--- config.mk ---
export PLATFORM = sky130hd
export DESIGN_NAME = btp_ctrl
export DESIGN_NICKNAME = d
export VERILOG_FILES = /design/src/rtl/btp_pkg.sv /design/src/rtl/btp_ctrl.sv
export SDC_FILE = /design/constraint.sdc
export NUM_CORES = 1
export LEC_CHECK = 0
export BUFFER_PORTS_ARGS = -buffer_cell sky130_fd_sc_hd__buf_2
export CAP_MARGIN = 20
export CORE_AREA = 2 2 39 41
export CTS_BUF_LIST = sky130_fd_sc_hd__clkbuf_8
export DETAILED_ROUTE_END_ITERATION = 8
export DIE_AREA = 0 0 41 43
export GPL_ROUTABILITY_DRIVEN = 0
export HOLD_SLACK_MARGIN = 0.02
export PLACE_DENSITY = 0.36
export SLEW_MARGIN = 20
export SYNTH_ARGS = -nofsm -noshare
export SYNTH_HDL_FRONTEND = slang
export SYNTH_SLANG_ARGS = --single-unit
--- constraint.sdc ---
create_clock -name clk -period 1.8 [get_ports clk]
set_input_delay 0.36 -clock clk [delete_from_list [all_inputs] [get_ports clk]]
set_output_delay 0.36 -clock clk [all_outputs]
set_load 0.01 [all_outputs]
--- src/rtl/btp_pkg.sv ---
package btp_pkg;

  localparam int ADDR_BITS     = 48;
  localparam int TABLE_ENTRIES = 1024;
  localparam int IDX_W         = $clog2(TABLE_ENTRIES);
  localparam int TAG_W         = ADDR_BITS - IDX_W;
  localparam int CNT_W         = 3;

  localparam logic [CNT_W-1:0] COUNT_MAX           = CNT_W'(4);
  localparam logic [CNT_W-1:0] COUNT_INSTALL_TAKEN = CNT_W'(3);
  localparam logic [CNT_W-1:0] COUNT_TAKEN_ABOVE   = CNT_W'(1);

  localparam logic OP_PREDICT = 1'b0;
  localparam logic OP_UPDATE  = 1'b1;

  typedef struct packed {
    logic                 op;
    logic [ADDR_BITS-1:0] branch_addr;
    logic                 was_taken;
    logic [ADDR_BITS-1:0] actual_target;
  } in_item_t;

  typedef struct packed {
    logic                 predict_taken;
    logic [ADDR_BITS-1:0] predict_target;
  } out_item_t;

  typedef struct packed {
    logic [TAG_W-1:0]     tag;
    logic [ADDR_BITS-1:0] target;
    logic [CNT_W-1:0]     count;
  } entry_t;

  // Commands from the controller to the datapath.
  typedef struct packed {
    logic clr;   // write one zero entry of the clearing pass
    logic cap;   // capture the input transfer and read its entry
    logic exe;   // resolve the captured item
  } btp_cmd_t;

  // Status from the datapath to the controller.
  typedef struct packed {
    logic clr_last;
    logic is_predict;
    logic out_busy;
  } btp_stat_t;

endpackage

--- src/rtl/btp_ctrl.sv ---
module btp_ctrl
  import btp_pkg::*;
(
  input  logic      clk,
  input  logic      rst_n,
  input  logic      in_valid,
  output logic      in_stall,
  input  btp_stat_t stat,
  output btp_cmd_t  cmd
);

  localparam logic [1:0] S_CLEAR = 2'd0;
  localparam logic [1:0] S_IDLE  = 2'd1;
  localparam logic [1:0] S_EXEC  = 2'd2;

  logic [1:0] state_r, state_nxt;

  always_ff @(posedge clk) begin
    if (!rst_n) begin
      state_r <= S_CLEAR;
    end else begin
      state_r <= state_nxt;
    end
  end

  assign in_stall = (state_r != S_IDLE);

  always_comb begin
    state_nxt = state_r;
    cmd       = '0;
    case (state_r)
      S_CLEAR: begin
        cmd.clr = 1'b1;
        if (stat.clr_last) state_nxt = S_IDLE;
      end
      S_IDLE: begin
        if (in_valid) begin
          cmd.cap   = 1'b1;
          state_nxt = S_EXEC;
        end
      end
      S_EXEC: begin
        // A prediction waits until the output register can take its result.
        if (!stat.is_predict || !stat.out_busy) begin
          cmd.exe   = 1'b1;
          state_nxt = S_IDLE;
        end
      end
      default: begin
        state_nxt = S_CLEAR;
      end
    endcase
  end

endmodule

==> results of run 1 <==
## worst max path at each step
stage | depth (start not counted) | to | from | slack (ns)
6_report | 2 | in_stall | state_r[0] | 0.38
5_1_grt | 2 | in_stall | state_r[0] | 0.34
2_1_floorplan | 1 | in_stall | state_r[0] | 0.76
3_5_place_dp | 2 | in_stall | state_r[0] | 0.61
4_1_cts | 2 | in_stall | state_r[0] | 0.39
3_3_place_gp | 2 | in_stall | state_r[0] | 0.62
## cell usage after synthesis, drive strengths merged
cell and number:
dfxtp 2, and4b 1, and3b 1, nor2 2, a21oi 1, nand2b 3
o32ai 1, or2b 1, and3 1, o21a 1
## kinds of logic (layout without fill, tap and decap cells)
| group | after synthesis | count (layout) | synth area share |
|---|---|---|---|
| buffers and inverters | 0 | 12 | 0 |
| AOI/OAI and AO/OA | 3 | 3 | 0.219 |
| DFF | 2 | 2 | 0.305 |
| and+or+nand+nor | 9 | 9 | 0.476 |
## cell usage in the layout, fill, tap and decap left out, drive strengths merged
cell / n
a21oi: 1
nor2: 2
or2b: 1
dfxtp: 2
and4b: 1
and3b: 1
and3: 1
o21a: 1
nand2b: 3
clkbuf: 3
o32ai: 1
buf: 9
## metal layers
layer | up-vias | GRT usage | share of wire | routed length (um)
li1 | 77 | - | - | -
met1 | 66 | 0.0701 | 0.48 | 193
met5 | - | 0 | 0 | 0
met4 | 0 | 0.0800 | 0 | 0
met3 | 0 | 0.0419 | 0.18 | 72
met2 | 10 | 0.0750 | 0.33 | 133
## report_power, final
group / internal (uW) / leakage, uW / switching [uW] / total [uW]
Sequential: 48.2 / 0.0000165 / 3.74 / 51.9
Combinational: 19.2 / 0.0000745 / 16.7 / 35.9
Clock: 141 / 0.0000216 / 34.5 / 176
Total: 209 / 0.000113 / 54.9 / 264
## worst reg2reg max path: stages (launching register included)
cell and delay, ns:
dfxtp_1 0.39, and3b_1 0.22, o21a_1 0.18
## final cells by class
| cell class | instances | area share |
|---|---|---|
| multi-input cells | 12 | 0.384 |
| repair buffers | 9 | 0.189 |
| clock buffers | 3 | 0.174 |
| flip-flops and latches | 2 | 0.168 |
| well taps | 16 | 0.0842 |
## through the flow
step	total power, uW	setup slack, ns
6_report	264	0.379
5_1_grt	281	0.339
4_1_cts	271	0.388
3_5_place_dp	88.0	0.614
3_3_place_gp	87.3	0.620
2_1_floorplan	71.5	0.763
==> qor.yml, run 1 <==
timing:
  rsz0062_at_grt: "no"
  finalSetupViolCount: 0
  hold_slack_ns: 0.397
  worstMarginPinSlew_ns: 0.186
  slew_viol_final: 0
  period_minus_slack_ns: 1.42
  fin_setup_tns_ns: 0
  fmaxAchievable_ghz: 0.704
  period_share: 0.790
  final_hold_viol_count: 0
  finalClockSkew_ns: 0.00187
  relSlewSlack: 0.876
detailed_routing:
  vias_per_cell: 3.64
  vias: 153
  drtIter0Drc: 2
  ant_nets: 0
  drc: 0
  finalWirelength_um: 399
  drt-pass1-iter-count: 3
  wl_per_cell_um: 9.50
place:
  place_area_um2: 196
  dp_cells: 39
  numPortBuffers: 9
final_layout:
  largest-register: "state_r"
  biggestRegsByFlops: "state_r: 2 flops"
  stdcell_area_um2: 238
  fin_util: 0.172
  antenna_cells: 0
  drive_above_1_share: 0.615
  multi_input_area_um2: 91.3
  fillers: 156
  finalNonFillerCells: 42
  largest_reg_flops: 2
  regArea_um2: 40.0
  syn2layout_area_growth_pct: 81.0
  nets: 34
floorplan:
  die_area_um2: 1760
  io_pins: 10
  start_util: 0.0949
  core-area_um2: 1380
  die_w_um: 41
  rows: 14
  die_y_um: 43
grt:
  grtUsageTotal: 0.0661
  antenna_found_initial: 0
  grt_max_degree: 8
  grt_pass1_vias: 181
  grt_pass1_wl_um: 717
  overflow: 0
cts:
  numCtsBuffers: 3
  postCtsResizedCells: 0
  htreeDepth: 1
  cts_setup_buffers: 0
  clk_pin_slew_ns: 0.03
  ctsHoldBuffers: 0
  root_buffer: "clkbuf_8"
  clock-sinks: 2
  tritoncts: "yes"
  cts_buffer_depth: 2
  clock_latency_ns: 0.21
logic_synthesis:
  yosysTopAreaCell: "dfxtp_1"
  ys_seq_area_frac: 0.305
  syn-instance-count: 14
  syn_area_per_cell_um2: 9.38
  yosys_warnings: 0
  synthesis.area_um2: 131
  synth_cell_type_count: 10
  synth_top_area_frac: 0.305
  synthesis.nets: 20
  ys_ff_latch: 2
  synth_area_leaders: "dfxtp_1 (30%), nand2b_1 (14%), o32ai_2 (12%)"
worst_setup_path:
  r2r_setup_slack_ns: 0.90
  reg2reg_from: "state_r[1]"
  crit_path_top_delay_cell: "dfxtp_1"
  cp-end-kind: "output port"
  crit_path_max_incr_delay_ns: 0.36
  worstSetupPathType: "flop to output port"
  crit_required_ns: 1.44
  critical_path.cell_chain: "or2b_2 -> buf_2"
  arrival_ns: 1.06
  critPathBufInv: 1
  worst_r2r_path_depth: 2
  critPathTopFamily: "flip-flops"
  critPathMaxFanout: 6
  r2r_end: "state_r[1]"
  cp-start-kind: "flop"
power:
  leakagePower_uw: 0.000113
  power.density_nw_per_um2: 1110
  peakVddDrop_v: 0.000277
outcome:
  status: "completed"
hold_path:
  timing.hold.worst.class: "input pin to flop"
  whs_endpoint: "state_r[1]"
  min_path_cells: 2
  min_from: "rst_n"
flow_run:
  max-cap-violations: 0
(Power assumes the default switching activity.)
==> run 2: changes to the inputs <==
- PLACE_DENSITY: 0.36 -> 0.37
- clock period: 1.8 -> 1.2 ns (I/O delays scaled with it)
==> qor.yml, run 2 (synthesized netlist as in run 1, its figures left out) <==
final_layout:
  antenna_cells: 0  # unchanged
  largest_reg_flops: 2  # unchanged
  layout_common_cells: "buf_2 (8), clkbuf_8 (3), nor2_1 (2), nand2b_1 (2), dfxtp_4 (2)"
  layout_commonest_cell: "buf_2"
  largest-register: "state_r"
  syn2layout_area_growth_pct: 108
  finalNonFillerCells: 43  # +2.4%
  fin_util: 0.197  # +0.0253
  nets: 35  # +2.9%
  biggestRegsByFlops: "state_r: 2 flops"
  drive_above_1_share: 0.778  # +0.162
  fillers: 160  # +2.6%
floorplan:
  io_pins: 10  # unchanged
  core-area_um2: 1380  # unchanged
  die_y_um: 43  # unchanged
  die_area_um2: 1760  # unchanged
  rows: 14  # unchanged
  start_util: 0.0949  # unchanged
  die_w_um: 41  # unchanged
timing:
  rsz0062_at_grt: "yes"
  relSlewSlack: 0.876  # about the same
  slew_viol_final: 0  # unchanged
  finalClockSkew_ns: 0.000264  # -0.00160 ns
  worstMarginPinSlew_ns: 0.186  # -0.000104 ns
  finalSetupViolCount: 0  # unchanged
  final_hold_viol_count: 0  # unchanged
  hold_slack_ns: 0.285  # -0.112 ns
  final.setup.worst_slack_ns: 0.00687  # -0.372 ns
  fmaxAchievable_ghz: 0.838
  period_minus_slack_ns: 1.19
  period_share: 0.994
worst_setup_path:
  critical_path.cell_chain: "or2b_4 -> buf_6"
  worstSetupPathType: "flop to output port"
  cp-end-kind: "output port"
  crit_required_ns: 0.96  # -0.48 ns
  arrival_ns: 0.95  # -0.11 ns
  crit_path_top_delay_cell: "dfxtp_4"
  cp-start-kind: "flop"
  crit_path_max_incr_delay_ns: 0.35  # about the same
  critPathMaxFanout: 6  # unchanged
cts:
  clock-sinks: 2  # unchanged
  numCtsBuffers: 3  # unchanged
  htreeDepth: 1  # unchanged
  root_buffer: "clkbuf_8"
  clk_pin_slew_ns: 0.03  # about the same
  cts_buffer_depth: 2  # unchanged
  tritoncts: "yes"
  ctsHoldBuffers: 0  # unchanged
  clock_latency_ns: 0.21  # about the same
grt:
  grt_max_degree: 8  # unchanged
  grtUsageTotal: 0.0601  # -0.00595
  overflow: 0  # unchanged
  grt_pass1_wl_um: 648  # -9.6%
  grt_pass1_vias: 158  # -13%
  antenna_found_initial: 0  # unchanged
outcome:
  status: "completed"
detailed_routing:
  finalWirelength_um: 430  # +7.8%
  ant_nets: 0  # unchanged
  wl_met3_um: 60  # -17%
  top_layer_used: "met3"
  wl_per_cell_um: 10.0  # +5.3%
  vias: 153  # unchanged
  drc: 0  # unchanged
  drtIter0Drc: 0  # -2
  dr_wl_met2_um: 148  # +11%
  vias_per_cell: 3.56  # -2.3%
  drt-pass1-iter-count: 1  # -2
  wl_met1_um: 222  # +15%
place:
  numPortBuffers: 9  # unchanged
  dpl.hpwl_um: 300
  dp_worst_setup_slack_ns: 0.126  # -0.487 ns
  dp_cells: 39  # unchanged
power:
  power.density_nw_per_um2: 1500  # +35%
  peakVddDrop_v: 0.000618  # +120%
  leakagePower_uw: 0.000126  # +12%
flow_run:
  max-cap-violations: 0  # unchanged
hold_path:
  timing.hold.worst.class: "input pin to flop"
## run 2: power breakdown
part | internal [uW] | switching, uW
clock | 212 | 48.1
combinational | 42.4 | 27.5
sequential | 71.6 | 7.52
## run 2: layout make-up
cell class | count | area, um^2 | share of cell area
clock buffer | 3 | 41.3 | 0.151
multi-input combinational | 12 | 105 | 0.385
sequential | 2 | 47.5 | 0.174
tap | 16 | 20.0 | 0.0734
timing repair buffer | 10 | 58.8 | 0.216
## run 2: critical path, delay by kind of cell, from the launching register on
kind          cells  cell delay [ns]
flops             1             0.35
simple gates      1             0.27
buf+inv           1             0.12
## run 2: routing by layer
metal | track usage | up-vias
li1 | - | 77
met1 | 0.0799 | 66
met2 | 0.0563 | 10
met3 | 0.0419 | 0
met4 | 0.0600 | 0
met5 | 0 | -
## run 2: repair_timing
item                                    4_1_cts  5_1_grt
buffers inserted                              0        1
endpoints found under the setup margin        3        2
gates resized for setup                       4        4
## run 2: final timing paths
path / from / endpoint / slack [ns] / cells after the start
worst max-delay path: state_r[0] / in_stall / 0.007 / 2
worst min-delay path: rst_n / state_r[1] / 0.29 / 2
worst max register to register: state_r[0] / state_r[0] / 0.27 / 3
worst min register to register: state_r[0] / state_r[0] / 0.59 / 2
## run 2: stage by stage
stage	TNS (ns)	total power (uW)	area, um^2
after floorplan	0	107	131
after global placement	0	131	196
after detailed placement	0	132	196
after CTS	-0.000124	411	249
after global routing	-0.0218	428	273
final	0	409	273
